==> config.mk <==
export PLATFORM = sky130hd
export DESIGN_NAME = fxa_div_stage
export DESIGN_NICKNAME = d
export VERILOG_FILES = /design/src/rtl/core/fxa_pkg.sv /design/src/rtl/core/fxa_div_stage.sv
export SDC_FILE = /design/constraint.sdc
export NUM_CORES = 1
export LEC_CHECK = 0
export BUFFER_PORTS_ARGS = -buffer_cell sky130_fd_sc_hd__buf_2
export CAP_MARGIN = 5
export CORE_AREA = 2 2 165 167
export CTS_CLUSTER_SIZE = 16
export DETAILED_ROUTE_END_ITERATION = 8
export DIE_AREA = 0 0 167 169
export GPL_ROUTABILITY_DRIVEN = 0
export PLACE_DENSITY = 0.57
export SKIP_LAST_GASP = 1
export SYNTH_ARGS = -nofsm -noshare
export SYNTH_HDL_FRONTEND = slang
export SYNTH_SLANG_ARGS = --single-unit
==> constraint.sdc <==
create_clock -name clk_i -period 1.8 [get_ports clk_i]
set_input_delay 0.18 -clock clk_i [delete_from_list [all_inputs] [get_ports clk_i]]
set_output_delay 0.18 -clock clk_i [all_outputs]
set_load 0.01 [all_outputs]
==> src/rtl/core/fxa_pkg.sv <==
// shared types, constants and helpers for the q24.8 fixed-point alu
`default_nettype none
package fxa_pkg;

  localparam int FRAC_BITS = 8;
  localparam int DATA_W    = 32;
  localparam int OP_W      = 4;
  localparam int QW        = DATA_W + FRAC_BITS;
  localparam int PROD_W    = 2 * DATA_W;

  typedef enum logic [OP_W-1:0] {
    OP_ADD = 4'd0,
    OP_SUB = 4'd1,
    OP_MUL = 4'd2,
    OP_DIV = 4'd3,
    OP_MIN = 4'd4,
    OP_MAX = 4'd5,
    OP_INC = 4'd6,
    OP_DEC = 4'd7,
    OP_INT = 4'd8
  } op_e;

  // fields that ride alongside the divider
  typedef struct packed {
    logic [OP_W-1:0]   op;
    logic [DATA_W-1:0] simple_res;
    logic              simple_ovf;
    logic              gt;
    logic              eq;
    logic              lt;
    logic [PROD_W-2:0] prod_mag;
    logic              neg;
    logic              dz;
  } side_t;

  // restoring divider state
  typedef struct packed {
    logic [DATA_W-1:0] rem;
    logic [QW-1:0]     nq;
    logic [DATA_W-1:0] den;
  } div_t;

  typedef struct packed {
    side_t side;
    div_t  div;
  } stage_t;

  typedef struct packed {
    logic [DATA_W-1:0] res;
    logic              ovf;
  } sat_t;

  // saturate a magnitude with sign to the signed data range
  function automatic sat_t sat_mag(input logic [PROD_W-1:0] m, input logic neg);
    sat_t              s;
    logic [PROD_W-1:0] lim;
    lim = neg ? (PROD_W'(1) << (DATA_W-1)) : ((PROD_W'(1) << (DATA_W-1)) - PROD_W'(1));
    if (m > lim) begin
      s.ovf = 1'b1;
      s.res = neg ? {1'b1, {(DATA_W-1){1'b0}}} : {1'b0, {(DATA_W-1){1'b1}}};
    end else begin
      s.ovf = 1'b0;
      s.res = neg ? (-m[DATA_W-1:0]) : m[DATA_W-1:0];
    end
    return s;
  endfunction

  // saturate a signed value one bit wider than the data range
  function automatic sat_t sat_wide(input logic [DATA_W:0] x);
    sat_t s;
    if (x[DATA_W] != x[DATA_W-1]) begin
      s.ovf = 1'b1;
      s.res = x[DATA_W] ? {1'b1, {(DATA_W-1){1'b0}}} : {1'b0, {(DATA_W-1){1'b1}}};
    end else begin
      s.ovf = 1'b0;
      s.res = x[DATA_W-1:0];
    end
    return s;
  endfunction

endpackage
`default_nettype wire

==> src/rtl/core/fxa_div_stage.sv <==
// one restoring division step, one quotient bit per stage
`default_nettype none
module fxa_div_stage (
  input  logic            clk_i,
  input  logic            rst_ni,
  input  logic            en_i,
  input  logic            valid_i,
  input  fxa_pkg::stage_t stage_i,
  output logic            valid_o,
  output fxa_pkg::stage_t stage_o
);

  logic [fxa_pkg::DATA_W:0] trial, dif;
  logic                     qbit;
  fxa_pkg::stage_t          stage_d, stage_q;
  logic                     valid_q;

  // trial subtract of the divisor from the shifted remainder
  assign trial = {stage_i.div.rem, stage_i.div.nq[fxa_pkg::QW-1]};
  assign dif   = trial - {1'b0, stage_i.div.den};
  assign qbit  = ~dif[fxa_pkg::DATA_W];

  always_comb begin
    stage_d         = stage_i;
    stage_d.div.rem = qbit ? dif[fxa_pkg::DATA_W-1:0] : trial[fxa_pkg::DATA_W-1:0];
    stage_d.div.nq  = {stage_i.div.nq[fxa_pkg::QW-2:0], qbit};
  end

  always_ff @(posedge clk_i or negedge rst_ni) begin
    if (!rst_ni) begin
      valid_q <= 1'b0;
    end else if (en_i) begin
      valid_q <= valid_i;
    end
  end

  always_ff @(posedge clk_i) begin
    if (en_i) begin
      stage_q <= stage_d;
    end
  end

  assign valid_o = valid_q;
  assign stage_o = stage_q;

endmodule
`default_nettype wire

* Word level (Yosys, flattened, before mapping)
Index checks and enable logic that the tools add are counted.
** Word-level totals
- Word-level logic and storage cells :: 16
- Flip-flop bits (word level) :: 210
- Output and inout bits :: 210
** Cells by class
- Add/subtract/negate cells :: 1
- Bitwise logic cells :: 1
- Muxes and demuxes :: 1
** Operators with widths (count)
- 33-bit by 32-bit subtractor with 33-bit output :: 1
- 32-bit 2-to-1 mux :: 1
- 1-bit inverter :: 1

* Depth between registers and ports, before layout
Gate-level depths: netlist of the first run.
- Word-level depth :: 2
- Mapped depth :: 13

* Least setup slack after synthesis of the first run
OpenSTA, ideal clock, no wires.
- Kind :: input to register
- Start point :: in stage_i[16] (netlist name)
- End point :: reg stage_q, in the netlist stage_o[103] (data pin)
- Library setup time :: 0.260 ns
- Arrival time :: 2.451 ns
- Slack :: -0.912 ns
- Stages :: 12
- Cells stage by stage :: inv_1 -> ha_1 -> buf_6 -> a21oi_4 -> o211ai_1 -> a221o_1 -> a211o_1 -> o21a_1 -> o211ai_4 -> inv_2 -> buf_6 -> mux2_4
** RTL lines
- start: declaration :: line fxa_div_stage.sv:8 : input fxa_pkg::stage_t stage_i,
- end signal: assignment :: line fxa_div_stage.sv:39 : stage_q <= stage_d;
- end: declaration :: line fxa_div_stage.sv:15 : fxa_pkg::stage_t stage_d, stage_q;

==> metrics.md, run 1 <==
| Metric | Value |
|---|---|
| Mean area per synthesized cell | 15.35 um2 |
| Floorplan die width | 167 um |
| Routed via count | 7,834 |
| Number of cells produced by synthesis | 571 |
| Number of top-level pins | 423 |
| Kind of start point of the critical path | primary input |
| Clock sink count | 210 |
| Via count of the first global-routing pass | 7,945 |
| Floorplan core area | 26,500 um2 |
| Via/cell ratio | 4.600 |
| Proportion of synthesized flip-flops having asynchronous set or reset | 0.4762% |
| Initial antenna violation count | 7 |
| Fraction of layout cells with a size suffix above 1 | 47.68% |
| Main synth FF type | edfxtp_1 |
| Crit path max fanout | 5 |
| Failing checks | setup timing |
| Routed wire length | 32,650 um |
| Die area | 28,220 um2 |
| EDFF count, synth | 209 |
| Max transition margin | 72.11% |
| Worst EP arrival | 2.45 ns |
| Clock buffers created by TritonCTS | 24 |
| Critical Setup Path Class | primary input to register |
| Drt first pass iters | 5 |
| DRC | 0 |
| Top post-synthesis cells by area | edfxtp_1 72%, ha_1 4.6%, mux2_4 3.1%, a21oi_1 1.9%, nand2_1 1.9% |
| Pwr/cell area | 894.9 nW/um2 |
| Wire length per cell | 19.17 um |
| Final Hold Violating Endpoints | 0 |
| Depth of the CTS H-tree | 1 |
| Measured slew at the worst slew-check pin | 0.4139 ns |
| Hold_sp | stage_i[90] |
| Number of warning messages in the yosys log | 0 |
| Count of non-filler cells in the finished layout | 1,703 |
| First-pass GRT wire length | 47,510 um |
| Required time worst endpoint | 2.05 ns |
| Startpoint of the worst-slack reg-to-reg timing path | valid_o$_DFFE_PN0P_ |
| Status | finished with violations |
| Placed cell count | 1,439 |
| Insertion delay to the later sink of the worst-skew pair | 0.50 ns |
| Clock Path Buffers | 3 |
| Placed wire-length estimate | 23,490 um |
| Tightest hold margin | 0.02695 ns |
| CTS Root Buffer Type | clkbuf_16 |
| Crit share post-route | 122.4% |
| Final period demand of the worst path | 2.204 ns |
| Launch point of the critical path | stage_i[16] |
| Final setup violating endpoints | 33 |
| Layout area overhead | 75.54% |
| GRT Overall Usage | 22.13% |
| Cell Area, Synth | 8766 um2 |
| Setup repair after global routing missed its margin | true |
| Worst min path class | primary input to register |
| Final count of pins violating max slew | 0 |
| Worst path setup slack after routing | -0.4035 ns |
| Seq/Total Area, Yosys | 71.88% |
| Fin nets | 1,583 |
| Top-area cell type share of the netlist area | 71.60% |
| Clock tree from TritonCTS | yes |
| Top cell type by total area after synthesis | edfxtp_1 |
| Clock transition at the registers of the reported paths | 0.06 ns |
| Netlist cell types | 51 |
| Clock tree skew after final layout | 0 ns |
| Maximum vdd ir drop | 0.7800 mV |
| IO Port Bufs | 422 |
| Floorplan die height | 169 um |
| Fmax achieved | 453.8 MHz |
| Net count of the mapped netlist | 817 |
| Placement row count | 60 |
| Most instantiated cells after synthesis | 209 x edfxtp_1, 44 x nand2_1, 41 x inv_1 |
| Antenna viol nets, final | 0 |
| Leakage power summed over all cells | 6.901 nW |
| Maximum number of pins on one net before global-route repair | 49 |
| Total of max-cap violations | 0 |
| Starting density of the core | 33.08% |
| Count of state elements after synthesis | 210 |
| Crit path capture type | register |
| Cell with the most instances after synthesis | edfxtp_1 |
| Iter 0 DRT Violations | 568 |
| Global route total overflow | 0 |
| Minimum setup slack after placement | -1.181 ns |
-- report_power, final --
part	total [mW]	switching, mW	internal (mW)
clock	4.64	1.96	2.68
sequential	6.04	0.130	5.91
combinational	3.09	1.48	1.61
total	13.8	3.57	10.2
-- routing by layer --
| metal | part of all wire (%) | vias to the layer above | wire, um | GRT usage (%) |
|---|---|---|---|---|
| met5 | 0 | - | 0 | 0 |
| met3 | 5.5 | 56 | 1781 | 3.881 |
| met4 | 3.4 | 0 | 1120 | 7.871 |
| met1 | 40 | 3750 | 13020 | 26.71 |
| met2 | 51 | 311 | 16730 | 39.81 |
| li1 | - | 3717 | - | - |
-- registers in the layout (all words and copies together) (netlist names) --
register,flops
stage_o,209
valid_o,1
-- metrics by stage --
stage / area (um2) / power, mW / setup TNS [ns] / utilization, %
final: 15390 / 13.77 / -9.839 / 58.06
after global routing: 15390 / 14.33 / -12.73 / 58.06
after CTS: 15350 / 13.91 / -10.11 / 57.94
after detailed placement: 12280 / 8.667 / -35.14 / 46.35
after global placement: 12280 / 8.633 / -32.97 / 46.35
after floorplan: 8886 / 7.267 / -22.29 / -
-- worst paths after layout --
kind / to / slack, ns / cells past startpoint
hold reg to reg: valid_o$_DFFE_PN0P_ / 0.51 / 1
min in group asynchronous: valid_o$_DFFE_PN0P_ / 0.56 / 3
max in group asynchronous: valid_o$_DFFE_PN0P_ / 1.13 / 3
setup / recovery: stage_o[87]$_DFFE_PP_ / -0.40 / 13
hold / removal: stage_o[91]$_DFFE_PP_ / 0.03 / 2
setup reg to reg: valid_o$_DFFE_PN0P_ / 1.06 / 1
-- logic make-up after synthesis --
family | share of synthesized area (%)
compound gates | 9.092
xor+xnor | 2.398
fa+ha+maj | 4.796
buf+inv | 2.712
flops | 71.88
mux | 3.212
simple gates | 5.909
-- area by class of cell --
type / count / area [um2]
inverters: 42 / 170.2
clock buffers: 27 / 633.1
multi-input cells: 304 / 2465
fillers: 2150 / 11110
flip-flops and latches: 210 / 6301
well taps: 341 / 426.7
diodes: 7 / 17.52
repair buffers: 755 / 5255
clock inverters: 17 / 118.9
-- placed cells by master (no fill, tap or decap), drive strengths merged, types with 15 or more instances in the layout --
cell         count
a21o            15
a21oi           36
buf            557
clkbuf          27
dlygate4sd3    198
edfxtp         209
ha              32
inv             44
mux2            19
nand2           44
nor2            16
o21ai           24
-- worst max-delay path, stage by stage --
cell,delay (ns)
buf_8,0.08
inv_6,0.03
ha_4,0.26
a21oi_4,0.16
o211ai_1,0.12
a221o_1,0.34
a211o_1,0.25
o21a_1,0.23
o211ai_4,0.20
inv_4,0.07
buf_6,0.13
buf_6,0.13
mux2_4,0.29
-- what timing repair did --
| action | 4_1_cts | 5_1_grt |
|---|---|---|
| endpoints found under the hold margin | 197 | 0 |
| setup buffers | 13 | 4 |
| endpoints found under the setup margin | 33 | 33 |
| gates resized for setup | 43 | 10 |
| pin swaps | 15 | 9 |
| hold buffers | 198 | 0 |
| gates cloned | 1 | 0 |
(Power assumes the default switching activity.)
==> run 2, diff against run 1 <==
--- a/config.mk
+++ b/config.mk
@@ -7,12 +7,15 @@
 export LEC_CHECK = 0
 export BUFFER_PORTS_ARGS = -buffer_cell sky130_fd_sc_hd__buf_2
 export CAP_MARGIN = 5
-export CORE_AREA = 2 2 165 167
+export CELL_PAD_IN_SITES_DETAIL_PLACEMENT = 1
+export CELL_PAD_IN_SITES_GLOBAL_PLACEMENT = 2
+export CORE_MARGIN = 2
+export CORE_UTILIZATION = 32
 export CTS_CLUSTER_SIZE = 16
 export DETAILED_ROUTE_END_ITERATION = 8
-export DIE_AREA = 0 0 167 169
 export GPL_ROUTABILITY_DRIVEN = 0
-export PLACE_DENSITY = 0.57
+export PLACE_DENSITY = 0.82
+export SETUP_SLACK_MARGIN = 0.02
 export SKIP_LAST_GASP = 1
 export SYNTH_ARGS = -nofsm -noshare
 export SYNTH_HDL_FRONTEND = slang
==> run 2 against run 1 <==
Against the previous run: sequential cell count did not move; total power rose by 6.7%; critical path depth fell by 2; clock skew did not move; non-clock buffer count rose by 21; via count rose by 7.2%; hold slack got worse by 0.0098 ns; maximum frequency fell by 0.98%; worst setup slack got worse by 0.022 ns; the run still ends with setup timing left; critical path type unchanged; first-iteration DRC count fell by 19%.
==> metrics.md, run 2 (synthesis results as in run 1) <==
| Metric | Value |
|---|---|
| Critical Setup Path Class | primary input to register |
| Fmax achieved | 449.3 MHz (-0.98%) |
| Routed wire length | 40,040 um (+23%) |
| Slowest cell on the critical path | a221o_1 |
| Cell occurring most often along the worst timing path | o211ai_1 |
| Clock Path Buffers | 3 (unchanged) |
| DRC | 0 (unchanged) |
| Fraction of power spent switching nets | 26.84% (+0.93 points) |
| Final Hold Violating Endpoints | 0 (unchanged) |
| Clock sink count | 210 (unchanged) |
| Total of max-cap violations | 0 (unchanged) |
| Measured slew at the worst slew-check pin | 0.4181 ns (+0.004179 ns) |
| Global Route met2 Usage | 48.15% (+8.3 points) |
| Worst EP arrival | 2.51 ns (+0.06 ns) |
| Leakage power summed over all cells | 7.116 nW (+3.1%) |
| Die area | 28,730 um2 (+1.8%) |
| Status | finished with violations |
| Floorplan die height | 169.5 um (+0.30%) |
| Final count of pins violating max slew | 0 (unchanged) |
| Global route total overflow | 0 (unchanged) |
| Depth of the CTS H-tree | 1 (unchanged) |
| Share of total power in sequential cells | 41.3% (-2.6 points) |
| Number of top-level pins | 423 (unchanged) |
| First-pass GRT wire length | 57,560 um (+21%) |
| Hold_sp | stage_i[90] |
| Number of flip-flops in the largest register | 209 (unchanged) |
| Clock power share | 35.7% (+2.0 points) |
| Maximum number of pins on one net before global-route repair | 50 (+2.0%) |
| Crit share post-route | 123.6% (+1.2 points) |
| Maximum vdd ir drop | 0.5900 mV (-24%) |
| Top Usage Layer GRT | met2 |
| Wire length per cell | 23.17 um (+21%) |
| Setup repair after global routing missed its margin | true |
| Routed via count | 8,396 (+7.2%) |
| Worst min path class | primary input to register |
| Final period demand of the worst path | 2.225 ns (+0.02191 ns) |
| Hold Crit Depth | 2 (unchanged) |
| Clock tree skew after final layout | 0 ns (unchanged) |
| Ordered list of cells on the worst path | buf_8 > ha_4 > a21oi_4 > o211ai_1 > a221o_1 > a211o_1 > o211ai_1 > o211ai_4 > inv_4 > buf_12 > mux2_4 |
| Via/cell ratio | 4.859 (+5.6%) |
| Failing checks | setup timing |
| Met1 track demand over resource in global routing | 30.60% (+3.9 points) |
| Gate power share | 23.0% (+0.6 points) |
| Most frequent cells in the layout | 415 x buf_2, 209 x edfxtp_1, 186 x dlygate4sd3_1 |
| Startpoint of the worst-slack reg-to-reg timing path | valid_o$_DFFE_PN0P_ |
| GRT Overall Usage | 26.88% (+4.7 points) |
| Final setup violating endpoints | 33 (unchanged) |
| Insertion delay to the later sink of the worst-skew pair | 0.52 ns (+0.02 ns) |
| Drt first pass iters | 5 (unchanged) |
| Tightest hold margin | 0.01712 ns (-0.009826 ns) |
| Depth of the most critical reg-to-reg path | 1 (unchanged) |
| Clock tree from TritonCTS | yes |
| Most frequent standard cell in the layout excluding fill and tap cells | buf_2 |
| Pwr/cell area | 930.6 nW/um2 (+4.0%) |
| Layout area overhead | 80.03% |
| Floorplan die width | 169.5 um (+1.5%) |
| Crit path max fanout | 8 (+3) |
| Overall power | 14.69 mW (+6.7%) |
| Antenna viol nets, final | 0 (unchanged) |
| Via count of the first global-routing pass | 9,108 (+15%) |
| Fraction of layout cells with a size suffix above 1 | 51.09% (+3.4 points) |
| Crit path capture type | register |
| Clock buffers created by TritonCTS | 25 (+4.2%) |
| Setup slack of the worst register-to-register path | 1.07 ns (about the same) |
| Kind of start point of the critical path | primary input |
| Required time worst endpoint | 2.08 ns (+0.03 ns) |
| CP max stage delay | 0.35 ns (about the same) |
| Endpoint of the lowest-slack register-to-register path | valid_o$_DFFE_PN0P_ |
| Fin nets | 1,605 (+1.4%) |
| Floorplan core area | 26,950 um2 (+1.7%) |
| Clock transition at the registers of the reported paths | 0.06 ns (about the same) |
| Placement row count | 60 (unchanged) |
| Initial antenna violation count | 10 (+3) |
| Iter 0 DRT Violations | 458 (-19%) |
| IO Port Bufs | 422 (unchanged) |
| CTS Root Buffer Type | clkbuf_16 |
| Max transition margin | 72.13% (about the same) |
| Cell internal power dissipation | 10.74 mW (+5.3%) |
| Net Sw Power | 3.942 mW (+10%) |
| Min-Delay Endpoint | stage_o[91]$_DFFE_PP_ |
| Starting density of the core | 32.53% (-0.55 points) |
| Placed wire-length estimate | 25,040 um (+6.6%) |
| Worst path setup slack after routing | -0.4254 ns (-0.02191 ns) |
| GR met3 Demand/Resource | 6.087% (+2.2 points) |
[run 2: cell count changes in the layout (fill, tap and decap cells not counted), sizes merged]
| cell | change |
|---|---|
| buf | +33 |
| bufinv | +3 |
| clkbuf | +1 |
| clkinv | -2 |
| diode | +2 |
| dlygate4sd3 | -12 |
[run 2: metrics by stage]
stage | cell area (um2) | setup WS, ns | util, % | setup TNS [ns] | cells
2_1_floorplan | 8886 | -0.7669 | - | -22.29 | 571
3_3_place_gp | 12470 | -1.064 | 46.27 | -31.91 | 1464
3_5_place_dp | 12470 | -1.106 | 46.27 | -33.21 | 1464
4_1_cts | 15660 | -0.3536 | 58.11 | -9.384 | 1714
5_1_grt | 15780 | -0.4835 | 58.54 | -12.87 | 1726
6_report | 15780 | -0.4254 | 58.56 | -11.14 | 1728
[run 2: layout make-up]
cell class              count  area [um2]
repair buffers            776        5433
well taps                 341       426.7
inverters                  42       170.2
clock inverters            18       198.9
multi-input cells         304        2592
clock buffers              28       636.9
fillers                  2849       11170
diodes                      9       22.52
flip-flops and latches    210        6301
[run 2: repair_timing]
action / in CTS / in global routing
gates resized for setup: 76 / 25
hold buffers: 186 / 0
setup endpoints to repair: 33 / 33
gates cloned: 3 / 0
buffers inserted: 15 / 7
pin swaps: 34 / 17
hold endpoints to repair: 185 / 0
[run 2: worst max path at each step]
stage | start | end | slack (ns) | cells after the start
floorplan | stage_i[87] | stage_o[103]$_DFFE_PP_ | -0.77 | 11
global placement | stage_i[71] | stage_o[97]$_DFFE_PP_ | -1.06 | 13
detailed placement | stage_i[71] | stage_o[96]$_DFFE_PP_ | -1.11 | 13
CTS | stage_i[87] | stage_o[97]$_DFFE_PP_ | -0.35 | 11
global route | stage_i[12] | stage_o[100]$_DFFE_PP_ | -0.48 | 12
finish | stage_i[87] | stage_o[75]$_DFFE_PP_ | -0.43 | 11
[run 2: power groups by stage]
stage	logic (mW)	registers (mW)	clock network (mW)
after floorplan	0.887	6.38	0
after global placement	2.55	6.12	0
after detailed placement	2.61	6.13	0
after CTS	3.25	6.04	5.29
after global routing	3.57	6.11	5.55
final	3.37	6.07	5.25
[run 2: critical path, delay by kind of cell]
kind	cells	cell delay, ns
buffers and inverters	3	0.39
AO/OA/AOI/OAI	6	1.35
multiplexers	1	0.31
adder cells (fa/ha/maj)	1	0.26
[run 2: layer usage]
metal	part of all wire (%)	vias to the layer above	routed length, um
met3	6.2	114	2471
li1	-	3763	-
met4	4.7	2	1871
met5	0.025	-	10
met2	51	392	20490
met1	38	4125	15200
==> run 3, diff against run 2 <==
--- a/config.mk
+++ b/config.mk
@@ -9,6 +9,7 @@
 export CAP_MARGIN = 5
 export CELL_PAD_IN_SITES_DETAIL_PLACEMENT = 1
 export CELL_PAD_IN_SITES_GLOBAL_PLACEMENT = 2
+export CORE_ASPECT_RATIO = 1.5
 export CORE_MARGIN = 2
 export CORE_UTILIZATION = 32
 export CTS_CLUSTER_SIZE = 16
==> constraint.sdc (replaced) <==
create_clock -name clk_i -period 2.7 [get_ports clk_i]
set_input_delay 0.27 -clock clk_i [delete_from_list [all_inputs] [get_ports clk_i]]
set_output_delay 0.27 -clock clk_i [all_outputs]
set_load 0.01 [all_outputs]
==> run 3 against run 2 <==
Against the previous run: the run now ends clean; combinational power is 44% lower; global-route usage is 2.7 points lower; worst setup slack better by 0.46 ns; first-iteration DRC count is 20% lower; sequential share of layout area is 3.7 points higher; critical endpoint is now stage_o[98]$_DFFE_PP_; highest routed layer unchanged.
==> metrics.md, run 3 (synthesis results as in run 1) <==
| Metric | Value |
|---|---|
| Clock transition at the registers of the reported paths | 0.08 ns (+0.02 ns) |
| Most frequent cells in the layout | 420 x buf_2, 209 x edfxtp_1, 176 x dlygate4sd3_1 |
| Max transition margin | 67.65% (-4.5 points) |
| Worst min path class | primary input to asynchronous set/reset pin |
| Die area | 28,760 um2 (about the same) |
| Total of max-cap violations | 0 (unchanged) |
| Clock tree skew after final layout | 0 ns (unchanged) |
| Insertion delay to the later sink of the worst-skew pair | 0.51 ns (about the same) |
| Fmax achieved | 375.7 MHz |
| Depth of the CTS H-tree | 1 (unchanged) |
| Fillcell total | 2,855 (+0.21%) |
| Wire length per cell | 22.65 um (-2.2%) |
| GRT Overall Usage | 24.21% (-2.7 points) |
| Kind of start point of the critical path | primary input |
| Clock buffers created by TritonCTS | 21 (-16%) |
| Crit share post-route | 98.59% |
| Area post-placement | 11,870 um2 (-4.8%) |
| Routed wire length | 36,520 um (-8.8%) |
| Floorplan die width | 139.1 um (-18%) |
| Crit path max fanout | 14 (+6) |
| Crit path capture type | register |
| Layout area overhead | 64.93% |
| Clock power share | 33.1% (-2.6 points) |
| Worst path setup slack after routing | 0.03818 ns (+0.4636 ns) |
| Antenna viol nets, final | 0 (unchanged) |
| Required time worst endpoint | 2.99 ns (+0.91 ns) |
| Status | complete, no violations |
| Worst EP arrival | 2.95 ns (+0.44 ns) |
| Setup repair after global routing missed its margin | false |
| Fraction of layout cells with a size suffix above 1 | 45.62% (-5.5 points) |
| Drt first pass iters | 4 (-1) |
| Number of top-level pins | 423 (unchanged) |
| Tightest hold margin | 0.06120 ns (+0.04408 ns) |
| Cell internal power dissipation | 6.497 mW (-40%) |
| GR met3 Demand/Resource | 4.660% (-1.4 points) |
| Post-Layout Inst Area | 14,460 um2 (-8.4%) |
| Floorplan core area | 27,130 um2 (+0.66%) |
| Placement row count | 74 (+23%) |
| Final Hold Violating Endpoints | 0 (unchanged) |
| Minimum setup slack after placement | -0.2956 ns (+0.8104 ns) |
| Initial antenna violation count | 4 (-6) |
| Global route total overflow | 0 (unchanged) |
| Final period demand of the worst path | 2.662 ns |
| Placed wire-length estimate | 25,700 um (+2.6%) |
| Floorplan die height | 206.7 um (+22%) |
| Clock tree from TritonCTS | yes |
| Final setup violating endpoints | 0 (-100%) |
| Measured slew at the worst slew-check pin | 0.4802 ns (+0.06206 ns) |
| Leakage power summed over all cells | 6.429 nW (-9.7%) |
| Number of flip-flops in the largest register | 209 (unchanged) |
| Final count of pins violating max slew | 0 (unchanged) |
| Net Sw Power | 2.389 mW (-39%) |
| Most frequent standard cell in the layout excluding fill and tap cells | buf_2 |
| DRC | 0 (unchanged) |
| Maximum number of pins on one net before global-route repair | 72 (+44%) |
| Top Usage Layer GRT | met2 |
| Pwr/cell area | 614.6 nW/um2 (-34%) |
| Fin nets | 1,499 (-6.6%) |
| Met1 track demand over resource in global routing | 26.72% (-3.9 points) |
| Clock sink count | 210 (unchanged) |
| Maximum vdd ir drop | 0.5640 mV (-4.4%) |
| Share of total power in sequential cells | 45.6% (+4.3 points) |
| CTS Root Buffer Type | clkbuf_16 |
| Clock Path Buffers | 3 (unchanged) |
| Final setup TNS | 0 ns (+11.14 ns) |
| Fraction of power spent switching nets | 26.88% (+0.040 points) |
| Via/cell ratio | 4.751 (-2.2%) |
| Routed via count | 7,658 (-8.8%) |
| Via count of the first global-routing pass | 8,354 (-8.3%) |
| Starting density of the core | 32.31% (-0.21 points) |
| Critical Setup Path Class | primary input to register |
| IO Port Bufs | 422 (unchanged) |
| Iter 0 DRT Violations | 367 (-20%) |
| Gate power share | 21.3% (-1.7 points) |
| First-pass GRT wire length | 51,880 um (-9.9%) |
| Global Route met2 Usage | 44.90% (-3.2 points) |
==> run 3: changes by cell type in the layout (fill, tap and decap cells not counted), moves of 6 or more <==
cell	change
nand2_4	-9
o21ai_0	+10
nand2_1	+13
dlygate4sd3_1	-10
diode_2	-6
buf_4	-83
==> run 3: worst max-delay path, stage by stage <==
cell,delay [ns]
dlygate4sd3_1,0.52
buf_2,0.10
inv_1,0.04
ha_1,0.22
a21o_1,0.19
a21o_1,0.21
a211o_1,0.33
o211ai_1,0.27
o211ai_4,0.14
buf_4,0.21
o41ai_1,0.46
==> run 3: area by class of cell <==
| cell class | instances | area [um2] | share of cell area (%) |
|---|---|---|---|
| well taps | 342 | 427.9 | 2.960 |
| diodes | 3 | 7.507 | 0.05193 |
| flip-flops and latches | 210 | 6301 | 43.58 |
| multi-input cells | 304 | 2379 | 16.45 |
| repair buffers | 674 | 4516 | 31.23 |
| clock buffers | 24 | 536.8 | 3.713 |
| clock inverters | 13 | 130.1 | 0.9000 |
| inverters | 42 | 160.2 | 1.108 |
==> run 3: repair_timing <==
item,in CTS,in global routing
endpoints found under the setup margin,0,24
hold endpoints to repair,176,0
buffers inserted,0,3
gates resized for setup,0,23
hold buffers,176,0
==> run 3: worst paths after layout <==
path	cells after the start	to	from	slack (ns)
worst max-delay path	11	stage_o[98]$_DFFE_PP_	stage_i[20]	0.04
worst min-delay path	2	valid_o$_DFFE_PN0P_	rst_ni	0.06
worst max register to register	1	valid_o$_DFFE_PN0P_	valid_o$_DFFE_PN0P_	1.96
worst min register to register	1	valid_o$_DFFE_PN0P_	valid_o$_DFFE_PN0P_	0.52
max in group asynchronous	2	valid_o$_DFFE_PN0P_	rst_ni	2.55
min in group clk_i	3	stage_o[101]$_DFFE_PP_	stage_i[100]	0.06
==> run 3: per-stage QoR <==
stage	power [mW]	util, %	std cells
after floorplan	4.834	-	571
after global placement	5.664	43.74	1393
after detailed placement	5.712	43.74	1393
after CTS	8.877	52.69	1606
after global routing	9.230	53.29	1612
final	8.886	53.29	1612
==> run 3: layer usage <==
| layer | routed length (um) | part of all wire [%] | vias to the layer above |
|---|---|---|---|
| met4 | 1644 | 4.5 | 2 |
| met1 | 13160 | 36 | 3713 |
| met2 | 19650 | 54 | 335 |
| met3 | 2053 | 5.6 | 75 |
| met5 | 13 | 0.036 | - |
| li1 | - | - | 3533 |
==> run 3: power by group through the flow <==
stage               registers (mW)  logic (mW)  clock network (mW)
floorplan                     4.25       0.580                   0
global placement              4.09        1.57                   0
detailed placement            4.10        1.61                   0
CTS                           4.04        1.83                3.01
global route                  4.08        2.02                3.13
finish                        4.05        1.89                2.94
